**src/hw/rtl/rpn_pkg.sv**
```systemverilog
// ----------------------------------------------------------------------------
// rpn_pkg
// Shared constants, codes and types of the RPN stack evaluator.
// ----------------------------------------------------------------------------
`timescale 1ns / 1ps

package rpn_pkg;

  localparam int unsigned STACK_DEPTH = 32;
  localparam int unsigned ADDR_W      = (STACK_DEPTH > 1) ? $clog2(STACK_DEPTH) : 1;
  localparam int unsigned CNT_W       = $clog2(STACK_DEPTH + 1);

  localparam int unsigned CHAR_W   = 8;
  localparam int unsigned DATA_W   = 32;
  localparam int unsigned STATUS_W = 3;
  localparam int unsigned LIT_W    = 10;

  localparam logic [CHAR_W-1:0] CH_PLUS  = 8'h2B;
  localparam logic [CHAR_W-1:0] CH_MINUS = 8'h2D;
  localparam logic [CHAR_W-1:0] CH_MUL   = 8'h2A;
  localparam logic [CHAR_W-1:0] CH_DIV   = 8'h2F;
  localparam logic [CHAR_W-1:0] CH_SPACE = 8'h20;
  localparam logic [CHAR_W-1:0] CH_ZERO  = 8'h30;
  localparam logic [CHAR_W-1:0] CH_NINE  = 8'h39;
  localparam logic [CHAR_W-1:0] CH_NUL   = 8'h00;

  localparam logic [LIT_W-1:0] MAX_LIT_RESET = 10'd10;

  typedef enum logic [STATUS_W-1:0] {
    ST_OK        = 3'd0,
    ST_FEW_OPS   = 3'd1,
    ST_OVERFLOW  = 3'd2,
    ST_DIV_ZERO  = 3'd3,
    ST_ILLEGAL   = 3'd4,
    ST_NOT_ONE   = 3'd5,
    ST_FULL      = 3'd6
  } status_e;

  typedef enum logic [3:0] {
    FSM_IDLE,
    FSM_RD_B,
    FSM_RD_A,
    FSM_EXEC,
    FSM_DIV,
    FSM_CHK,
    FSM_FIN,
    FSM_RD0,
    FSM_EMIT
  } fsm_e;

  typedef struct packed {
    logic busy;
    logic done;
  } div_stat_t;

  function automatic status_e flag(status_e cur, status_e e);
    return (cur == ST_OK) ? e : cur;
  endfunction

endpackage

```
**src/hw/rtl/rpn_in_if.sv**
```systemverilog
// ----------------------------------------------------------------------------
// rpn_in_if
// Character request channel.
// ----------------------------------------------------------------------------
`timescale 1ns / 1ps

interface rpn_in_if;
  logic       valid;
  logic       ready;
  logic [7:0] character;
  logic       last;

  modport source (output valid, output character, output last, input ready);
  modport sink   (input valid, input character, input last, output ready);
endinterface

```
**src/hw/rtl/rpn_out_if.sv**
```systemverilog
// ----------------------------------------------------------------------------
// rpn_out_if
// Result request channel.
// ----------------------------------------------------------------------------
`timescale 1ns / 1ps

interface rpn_out_if;
  logic        valid;
  logic        ready;
  logic [31:0] value;
  logic [2:0]  status;

  modport source (output valid, output value, output status, input ready);
  modport sink   (input valid, input value, input status, output ready);
endinterface

```
**src/hw/rtl/rpn_cfg_if.sv**
```systemverilog
// ----------------------------------------------------------------------------
// rpn_cfg_if
// Configuration write channel (max_literal).
// ----------------------------------------------------------------------------
`timescale 1ns / 1ps

interface rpn_cfg_if;
  logic       valid;
  logic       ready;
  logic [9:0] data;

  modport source (output valid, output data, input ready);
  modport sink   (input valid, input data, output ready);
endinterface

```
**src/hw/rtl/rpn_div.sv**
```systemverilog
// ----------------------------------------------------------------------------
// rpn_div
// Iterative signed 32-bit divider, one quotient bit per cycle, truncating.
// ----------------------------------------------------------------------------
`timescale 1ns / 1ps

module rpn_div (
  input  logic                      clk_i,
  input  logic                      rst_ni,
  input  logic                      start_i,
  input  logic [rpn_pkg::DATA_W-1:0] dividend_i,
  input  logic [rpn_pkg::DATA_W-1:0] divisor_i,
  output rpn_pkg::div_stat_t        stat_o,
  output logic [rpn_pkg::DATA_W-1:0] quotient_o
);
  import rpn_pkg::*;

  localparam int unsigned STEP_W = $clog2(DATA_W + 1);

  logic              busy_q, busy_d;
  logic              done_q, done_d;
  logic              neg_q, neg_d;
  logic [STEP_W-1:0] step_q, step_d;
  logic [DATA_W:0]   rem_q, rem_d;
  logic [DATA_W-1:0] quo_q, quo_d;
  logic [DATA_W-1:0] dsr_q, dsr_d;
  logic [DATA_W:0]   rem_sh;

  always_comb begin
    busy_d = busy_q;
    done_d = 1'b0;
    neg_d  = neg_q;
    step_d = step_q;
    rem_d  = rem_q;
    quo_d  = quo_q;
    dsr_d  = dsr_q;
    rem_sh = {rem_q[DATA_W-1:0], quo_q[DATA_W-1]};
    if (start_i) begin
      busy_d = 1'b1;
      neg_d  = dividend_i[DATA_W-1] ^ divisor_i[DATA_W-1];
      quo_d  = dividend_i[DATA_W-1] ? (~dividend_i + 1'b1) : dividend_i;
      dsr_d  = divisor_i[DATA_W-1] ? (~divisor_i + 1'b1) : divisor_i;
      rem_d  = '0;
      step_d = '0;
    end else if (busy_q) begin
      if (rem_sh >= {1'b0, dsr_q}) begin
        rem_d = rem_sh - {1'b0, dsr_q};
        quo_d = {quo_q[DATA_W-2:0], 1'b1};
      end else begin
        rem_d = rem_sh;
        quo_d = {quo_q[DATA_W-2:0], 1'b0};
      end
      step_d = step_q + 1'b1;
      if (step_q == STEP_W'(DATA_W - 1)) begin
        busy_d = 1'b0;
        done_d = 1'b1;
      end
    end
  end

  always_ff @(posedge clk_i or negedge rst_ni) begin
    if (!rst_ni) begin
      busy_q <= 1'b0;
      done_q <= 1'b0;
    end else begin
      busy_q <= busy_d;
      done_q <= done_d;
    end
  end

  always_ff @(posedge clk_i) begin
    neg_q  <= neg_d;
    step_q <= step_d;
    rem_q  <= rem_d;
    quo_q  <= quo_d;
    dsr_q  <= dsr_d;
  end

  assign stat_o.busy = busy_q;
  assign stat_o.done = done_q;
  assign quotient_o  = neg_q ? (~quo_q + 1'b1) : quo_q;

endmodule

```
**src/hw/rtl/rpn_stack_evaluator.sv**
```systemverilog
// ----------------------------------------------------------------------------
// rpn_stack_evaluator
// RPN expression evaluator over a stack memory with a registered read port.
// ----------------------------------------------------------------------------
// Digits, spaces and other characters take FSM_IDLE only; + - * go through
// RD_B, RD_A, EXEC and CHK; divide adds DIV (bit-serial divider, 32 steps
// plus done). The last character adds FIN, RD0 and EMIT (final push, read of
// entry 0, result load). Throughput: one character at a time; a result waits
// in an output register. Reset (async, active low) clears control state and
// sets max_literal to 10; the stack memory is not cleared.
`timescale 1ns / 1ps

module rpn_stack_evaluator (
  input  logic          clk_i,
  input  logic          rst_ni,
  rpn_in_if.sink        in_i,
  rpn_out_if.source     out_o,
  rpn_cfg_if.sink       cfg_i
);
  import rpn_pkg::*;

  logic [DATA_W-1:0] mem_q [STACK_DEPTH];
  logic [DATA_W-1:0] rdata_q;
  logic [ADDR_W-1:0] rd_addr;
  logic              wr_en;
  logic [ADDR_W-1:0] wr_addr;
  logic [DATA_W-1:0] wr_data;

  fsm_e              state_q, state_d;
  logic [CNT_W-1:0]  cnt_q, cnt_d;
  logic [LIT_W-1:0]  acc_q, acc_d;
  logic              lit_q, lit_d;
  status_e           err_q, err_d;
  logic              last_q, last_d;
  logic [CHAR_W-1:0] op_q, op_d;
  logic [LIT_W-1:0]  max_q;
  logic [DATA_W-1:0] b_q, b_d;
  logic signed [63:0] res_q, res_d;

  logic              ov_q, ov_d;
  logic [DATA_W-1:0] val_q, val_d;
  status_e           sts_q, sts_d;

  logic              in_acc;
  logic              div_start;
  div_stat_t         div_stat;
  logic [DATA_W-1:0] div_quo;

  logic [13:0]       acc_ext;
  logic              is_digit, is_op, full, out_free;
  logic signed [DATA_W-1:0] a_s, b_s;
  logic [CNT_W-1:0]  cnt_m1, cnt_m2;

  rpn_div u_div (
    .clk_i      (clk_i),
    .rst_ni     (rst_ni),
    .start_i    (div_start),
    .dividend_i (rdata_q),
    .divisor_i  (b_q),
    .stat_o     (div_stat),
    .quotient_o (div_quo)
  );

  assign in_i.ready  = (state_q == FSM_IDLE);
  assign in_acc      = in_i.valid & in_i.ready;
  assign cfg_i.ready = 1'b1;
  assign out_free    = !ov_q || out_o.ready;

  assign is_digit = (in_i.character >= CH_ZERO) && (in_i.character <= CH_NINE);
  assign is_op    = (in_i.character == CH_PLUS) || (in_i.character == CH_MINUS) ||
                    (in_i.character == CH_MUL)  || (in_i.character == CH_DIV);
  assign acc_ext  = ({4'b0, acc_q & {LIT_W{lit_q}}} * 14'd10) +
                    14'(in_i.character - CH_ZERO);
  assign full     = (cnt_q >= CNT_W'(STACK_DEPTH));
  assign cnt_m1   = cnt_q - 1'b1;
  assign cnt_m2   = cnt_q - CNT_W'(2);
  assign a_s      = $signed(rdata_q);
  assign b_s      = $signed(b_q);

  // next state
  always_comb begin
    state_d = state_q;
    unique case (state_q)
      FSM_IDLE: begin
        if (in_acc) begin
          if (err_q == ST_OK && is_op && !lit_q && cnt_q >= CNT_W'(2)) begin
            state_d = FSM_RD_B;
          end else if (in_i.last) begin
            state_d = FSM_FIN;
          end
        end
      end
      FSM_RD_B: state_d = FSM_RD_A;
      FSM_RD_A: state_d = FSM_EXEC;
      FSM_EXEC: begin
        if (op_q != CH_DIV) begin
          state_d = FSM_CHK;
        end else if (b_q == '0 || (rdata_q == {1'b1, {(DATA_W-1){1'b0}}} && b_q == '1)) begin
          state_d = last_q ? FSM_FIN : FSM_IDLE;
        end else begin
          state_d = FSM_DIV;
        end
      end
      FSM_DIV:  if (div_stat.done) state_d = FSM_CHK;
      FSM_CHK:  state_d = last_q ? FSM_FIN : FSM_IDLE;
      FSM_FIN:  state_d = FSM_RD0;
      FSM_RD0:  state_d = FSM_EMIT;
      FSM_EMIT: if (out_free) state_d = FSM_IDLE;
      default:  state_d = FSM_IDLE;
    endcase
  end

  // datapath and outputs
  always_comb begin
    cnt_d     = cnt_q;
    acc_d     = acc_q;
    lit_d     = lit_q;
    err_d     = err_q;
    last_d    = last_q;
    op_d      = op_q;
    b_d       = b_q;
    res_d     = res_q;
    ov_d      = ov_q & ~out_o.ready;
    val_d     = val_q;
    sts_d     = sts_q;
    rd_addr   = '0;
    wr_en     = 1'b0;
    wr_addr   = cnt_q[ADDR_W-1:0];
    wr_data   = {{(DATA_W-LIT_W){1'b0}}, acc_q};
    div_start = 1'b0;
    unique case (state_q)
      FSM_IDLE: begin
        if (in_acc) begin
          last_d = in_i.last;
          op_d   = in_i.character;
          if (err_q == ST_OK) begin
            priority if (is_digit) begin
              lit_d = 1'b1;
              acc_d = acc_ext[LIT_W-1:0];
              if (acc_ext > {4'b0, max_q}) err_d = ST_ILLEGAL;
            end else if (in_i.character == CH_SPACE) begin
              if (lit_q) begin
                lit_d = 1'b0;
                acc_d = '0;
                if (full) begin
                  err_d = ST_FULL;
                end else begin
                  wr_en = 1'b1;
                  cnt_d = cnt_q + 1'b1;
                end
              end
            end else if (is_op) begin
              if (lit_q)                    err_d = ST_ILLEGAL;
              else if (cnt_q < CNT_W'(2))   err_d = ST_FEW_OPS;
            end else if (!(in_i.character == CH_NUL && in_i.last)) begin
              err_d = ST_ILLEGAL;
            end
          end
        end
      end
      FSM_RD_B: rd_addr = cnt_m1[ADDR_W-1:0];
      FSM_RD_A: begin
        b_d     = rdata_q;
        rd_addr = cnt_m2[ADDR_W-1:0];
      end
      FSM_EXEC: begin
        cnt_d = cnt_m2;
        unique case (op_q)
          CH_PLUS:  res_d = 64'(a_s) + 64'(b_s);
          CH_MINUS: res_d = 64'(a_s) - 64'(b_s);
          CH_MUL:   res_d = a_s * b_s;
          default: begin
            if (b_q == '0) begin
              err_d = ST_DIV_ZERO;
            end else if (rdata_q == {1'b1, {(DATA_W-1){1'b0}}} && b_q == '1) begin
              err_d = ST_OVERFLOW;
            end else begin
              div_start = 1'b1;
            end
          end
        endcase
      end
      FSM_DIV: begin
        if (div_stat.done) res_d = 64'($signed(div_quo));
      end
      FSM_CHK: begin
        if (!(res_q[63:31] == '0 || res_q[63:31] == '1)) begin
          err_d = ST_OVERFLOW;
        end else if (full) begin
          err_d = ST_FULL;
        end else begin
          wr_en   = 1'b1;
          wr_data = res_q[DATA_W-1:0];
          cnt_d   = cnt_q + 1'b1;
        end
      end
      FSM_FIN: begin
        if (err_q == ST_OK) begin
          if (lit_q) begin
            if (full) begin
              err_d = ST_FULL;
            end else begin
              wr_en = 1'b1;
              cnt_d = cnt_q + 1'b1;
              if (cnt_q != '0) err_d = ST_NOT_ONE;
            end
          end else if (cnt_q != CNT_W'(1)) begin
            err_d = ST_NOT_ONE;
          end
        end
      end
      FSM_RD0: rd_addr = '0;
      FSM_EMIT: begin
        if (out_free) begin
          ov_d  = 1'b1;
          val_d = (err_q == ST_OK) ? rdata_q : '0;
          sts_d = err_q;
          cnt_d = '0;
          acc_d = '0;
          lit_d = 1'b0;
          err_d = ST_OK;
        end
      end
      default: ;
    endcase
  end

  always_ff @(posedge clk_i or negedge rst_ni) begin
    if (!rst_ni) begin
      state_q <= FSM_IDLE;
      cnt_q   <= '0;
      acc_q   <= '0;
      lit_q   <= 1'b0;
      err_q   <= ST_OK;
      last_q  <= 1'b0;
      ov_q    <= 1'b0;
      max_q   <= MAX_LIT_RESET;
    end else begin
      state_q <= state_d;
      cnt_q   <= cnt_d;
      acc_q   <= acc_d;
      lit_q   <= lit_d;
      err_q   <= err_d;
      last_q  <= last_d;
      ov_q    <= ov_d;
      if (cfg_i.valid) max_q <= cfg_i.data;
    end
  end

  always_ff @(posedge clk_i) begin
    op_q  <= op_d;
    b_q   <= b_d;
    res_q <= res_d;
    val_q <= val_d;
    sts_q <= sts_d;
  end

  // stack memory, one write and one registered read port
  always_ff @(posedge clk_i) begin
    if (wr_en) mem_q[wr_addr] <= wr_data;
    rdata_q <= mem_q[rd_addr];
  end

  assign out_o.valid  = ov_q;
  assign out_o.value  = val_q;
  assign out_o.status = sts_q;

endmodule

```
**src/flat_wrapper.sv**
```systemverilog
// flat-port wrapper written by rule: the top's interface ports become plain ports
module rpn_stack_evaluator_flat import rpn_pkg::*;
  (clk_i, rst_ni, in_i_valid, in_i_character, in_i_last, in_i_ready, out_o_valid, out_o_value, out_o_status, out_o_ready, cfg_i_valid, cfg_i_data, cfg_i_ready);
  rpn_in_if in_i_i ();
  rpn_out_if out_o_i ();
  rpn_cfg_if cfg_i_i ();
  input  logic clk_i;
  input  logic rst_ni;
  input wire logic [$bits(in_i_i.valid)-1:0] in_i_valid;
  input wire logic [$bits(in_i_i.character)-1:0] in_i_character;
  input wire logic [$bits(in_i_i.last)-1:0] in_i_last;
  output wire logic [$bits(in_i_i.ready)-1:0] in_i_ready;
  output wire logic [$bits(out_o_i.valid)-1:0] out_o_valid;
  output wire logic [$bits(out_o_i.value)-1:0] out_o_value;
  output wire logic [$bits(out_o_i.status)-1:0] out_o_status;
  input wire logic [$bits(out_o_i.ready)-1:0] out_o_ready;
  input wire logic [$bits(cfg_i_i.valid)-1:0] cfg_i_valid;
  input wire logic [$bits(cfg_i_i.data)-1:0] cfg_i_data;
  output wire logic [$bits(cfg_i_i.ready)-1:0] cfg_i_ready;
  assign in_i_i.valid = in_i_valid;
  assign in_i_i.character = in_i_character;
  assign in_i_i.last = in_i_last;
  assign in_i_ready = in_i_i.ready;
  assign out_o_valid = out_o_i.valid;
  assign out_o_value = out_o_i.value;
  assign out_o_status = out_o_i.status;
  assign out_o_i.ready = out_o_ready;
  assign cfg_i_i.valid = cfg_i_valid;
  assign cfg_i_i.data = cfg_i_data;
  assign cfg_i_ready = cfg_i_i.ready;
  rpn_stack_evaluator u_core (.clk_i(clk_i), .rst_ni(rst_ni), .in_i(in_i_i), .out_o(out_o_i), .cfg_i(cfg_i_i));
endmodule
```
**config.mk**
```make
export PLATFORM = sky130hd
export DESIGN_NAME = rpn_stack_evaluator_flat
export DESIGN_NICKNAME = d
export VERILOG_FILES = /design/src/hw/rtl/rpn_pkg.sv /design/src/hw/rtl/rpn_in_if.sv /design/src/hw/rtl/rpn_out_if.sv /design/src/hw/rtl/rpn_cfg_if.sv /design/src/hw/rtl/rpn_div.sv /design/src/hw/rtl/rpn_stack_evaluator.sv /design/src/flat_wrapper.sv
export SDC_FILE = /design/constraint.sdc
export NUM_CORES = 2
export LEC_CHECK = 0
export ABC_CLOCK_PERIOD_IN_PS = 23600
export BUFFER_PORTS_ARGS = -buffer_cell sky130_fd_sc_hd__buf_2
export CAP_MARGIN = 20
export CORE_UTILIZATION = 34
export CTS_BUF_LIST = sky130_fd_sc_hd__clkbuf_8
export DETAILED_ROUTE_END_ITERATION = 8
export GPL_TIMING_DRIVEN = 0
export PLACE_DENSITY_LB_ADDON = 0.1
export REMOVE_ABC_BUFFERS = 1
export SYNTH_ARGS = -nofsm -noshare
export SYNTH_HDL_FRONTEND = slang
export SYNTH_SLANG_ARGS = --single-unit
export TNS_END_PERCENT = 50
```
**constraint.sdc**
```tcl
create_clock -name clk_i -period 23.6 [get_ports clk_i]
set_clock_uncertainty 0.05 [all_clocks]
set_input_delay 4.72 -clock clk_i [delete_from_list [all_inputs] [get_ports clk_i]]
set_output_delay 4.72 -clock clk_i [all_outputs]
set_load 0.02 [all_outputs]
```
==> results.sh <==
export IMPL_path_class="reg -> reg"
export IMPL_period_needed_ns=11.05
export IMPL_cts_resized=0
export IMPL_finalMaxSlewViolations=0
export IMPL_syn_cell_area_mm2=0.0976
export IMPL_critical_path_arrival_ns=11.59
export IMPL_tightestPinTransition_ns=1.14
export IMPL_io_pins=62
export IMPL_async_flop_share=0.0284
export IMPL_status="complete, no violations"
export IMPL_path_clk_slew_ns=0.07
export IMPL_dieHeight_um=538
export IMPL_drtAntennaViolNets=0
export IMPL_clock_fmax_ghz=0.0905
export IMPL_grt_pass1_vias=69268
export IMPL_core_mm2=0.285
export IMPL_synth_seq_cells=1336
export IMPL_min_path_type="reg -> reg"
export IMPL_numCtsBuffers=238
export IMPL_ys_types=103
export IMPL_ys_seq_area_frac=0.402
export IMPL_avgRoutedWirePerCell_um=24.6
export IMPL_drive_above_1_share=0.0800
export IMPL_track_usage=0.219
export IMPL_rsz0062_at_grt="false"
export IMPL_syn_avg_cell_area_um2=10.9
export IMPL_area_growth_pct=12.8
export IMPL_relSlewSlack=0.240
export IMPL_cts_setup_buffers=0
export IMPL_synth_edf_count=1228
export IMPL_via_per_inst=5.20
export IMPL_period_share=0.468
export IMPL_crit_fanout=53
export IMPL_setup_viol=0
export IMPL_cts_root_buf="clkbuf_8"
export IMPL_drc_errors=0
export IMPL_clock_path_buffers=4
export IMPL_die_width_um=538
export IMPL_numPortBuffers=60
export IMPL_highest_layer="met5"
export IMPL_nets=10306
export IMPL_start_kind="flop"
export IMPL_ys_flop_type="edfxtp_1"
export IMPL_hold_buffers=0
export IMPL_dp_hpwl_um=230000
export IMPL_initial_core_util=0.342
export IMPL_final_hold_violation_count=0
export IMPL_mostFrequentLayoutCells="edfxtp_1 (1228), inv_1 (1179), nand2_1 (1142), fa_1 (1086), and2_1 (779)"
export IMPL_drt_first_pass_iters=5
export IMPL_crit_required_ns=24.14
export IMPL_hold_depth=1
export IMPL_tritoncts="built"
export IMPL_drt_iter0_markers=4652
export IMPL_antenna_found_initial=15
export IMPL_wirelength_um=315000
export IMPL_grt_max_degree=100
export IMPL_overflow=0
export IMPL_vias=66652
export IMPL_clk_latency_ns=0.99
export IMPL_layout_commonest_cell="edfxtp_1"
export IMPL_ff2ff_path_depth=25
export IMPL_cap_violations=0
export IMPL_cts_num_sinks=1336
export IMPL_route_met3_wl_um=13300
export IMPL_num_rows=196
export IMPL_end_kind="flop"
export IMPL_htree_levels=4
export IMPL_netlist_instances=8914
export IMPL_yosysWarnings=0
export IMPL_dieArea_mm2=0.289
export IMPL_drt_met1_wl_um=141000
export IMPL_grt_first_pass_wirelength_um=469000
export IMPL_met2WireLength_um=153000
export IMPL_whs_ns=0.416
export IMPL_gp_congestion=0.873
sequential cells by signal, summed over array words and instances (netlist names), 4 cells and up:
register             cells
u_core.a_s              32
u_core.acc_q            10
u_core.b_q              32
u_core.cnt_q             6
u_core.max_q            10
u_core.mem_q          1024
u_core.op_q              8
u_core.out_o.value      32
u_core.res_q            64
u_core.state_q           4
u_core.u_div.dsr_q      32
u_core.u_div.quo_q      32
u_core.u_div.rem_q      32
u_core.u_div.step_q      6
cells in the mapped netlist (23+ instances only):
master / number / area share
nor2b_1: 24 / 0.0015
and3_1: 26 / 0.0017
nand2_1: 1144 / 0.044
o21bai_1: 29 / 0.0022
inv_1: 1096 / 0.042
a311oi_1: 138 / 0.012
xnor2_1: 108 / 0.0097
o31ai_1: 39 / 0.0030
a31oi_1: 164 / 0.011
o21a_1: 23 / 0.0018
nand3_1: 43 / 0.0022
a21o_1: 106 / 0.0082
o22ai_1: 23 / 0.0015
fa_1: 1087 / 0.22
o21ai_0: 166 / 0.0085
edfxtp_1: 1228 / 0.38
ha_1: 335 / 0.043
nand4_1: 47 / 0.0030
dfrtp_1: 36 / 0.0092
a211oi_1: 401 / 0.031
mux2i_1: 26 / 0.0027
and2_1: 779 / 0.050
clkbuf_1: 535 / 0.021
buf_1: 26 / 0.0010
xor2_1: 105 / 0.0094
nor2_1: 345 / 0.013
nor3_1: 46 / 0.0024
nand2b_1: 36 / 0.0023
dfxtp_1: 70 / 0.014
a21oi_1: 325 / 0.017
metal layers:
metal,up-vias,GRT usage
met1,34657,0.298
met5,-,0
met3,455,0.0254
li1,30057,-
met4,6,0.0567
met2,1477,0.369
kinds of logic after synthesis:
kind of cell	after synthesis	synth area share
other	1	0.0000384
AO/OA/AOI/OAI	1613	0.113
adder cells (fa/ha/maj)	1422	0.266
multiplexers	41	0.00440
AND/OR/NAND/NOR	2612	0.129
flip-flops	1336	0.402
buffers and inverters	1676	0.0656
XOR/XNOR	213	0.0191
final cells by class:
cell class	instances	area, um^2
Fill cell	27703	175000
Antenna cell	6	15.0
Multi-Input combinational cell	5902	52300
Clock buffer	246	3390
Clock inverter	181	887
Timing Repair Buffer	281	5380
Sequential cell	1336	39300
Tap cell	3762	4710
Inverter	1101	4140
final timing paths:
check | startpoint | end | slack, ns
setup / recovery | u_core.a_s[31] | u_core.res_q[55] | 12.55
setup reg to reg | u_core.a_s[31] | u_core.res_q[55] | 12.55
max in group asynchronous | rst_ni | u_core.max_q[3] | 19.40
hold / removal | u_core.u_div.step_q[5] | u_core.u_div.done_q | 0.42
min in group asynchronous | rst_ni | u_core.u_div.done_q | 3.54
hold reg to reg | u_core.u_div.step_q[5] | u_core.u_div.done_q | 0.42
metrics by stage:
stage	worst slack, ns	area, um^2	cells	utilization	TNS, ns
floorplan	4.17	95300	8339	-	0
global placement	-12.51	100000	12161	0.352	-380.63
detailed placement	12.59	106000	12374	0.370	0
CTS	12.47	110000	12801	0.385	0
global route	12.07	110000	12810	0.386	0
finish	12.55	110000	12815	0.386	0
worst max-delay path: stages (launching register included):
cell and delay, ns:
dfxtp_4 0.91, clkinv_1 1.04, nor2_1 0.71, fa_1 0.51, inv_1 0.26, fa_1 0.47, inv_1 0.25, fa_1 0.51
fa_1 0.91, inv_1 0.47, fa_1 0.61, inv_1 0.05, fa_1 0.52, inv_1 0.05, fa_1 0.47, inv_1 0.05
fa_1 0.45, ha_1 0.43, and3_1 0.25, nand3_1 0.14, a2111o_1 0.52, a31oi_1 0.27, a32oi_1 0.18, nor2b_1 0.21
xor2_1 0.24, o21ai_1 0.09
Power is left out: the tool's default activity adds up to more than one toggle a clock period on the data nets, which glitch-free logic cannot reach.
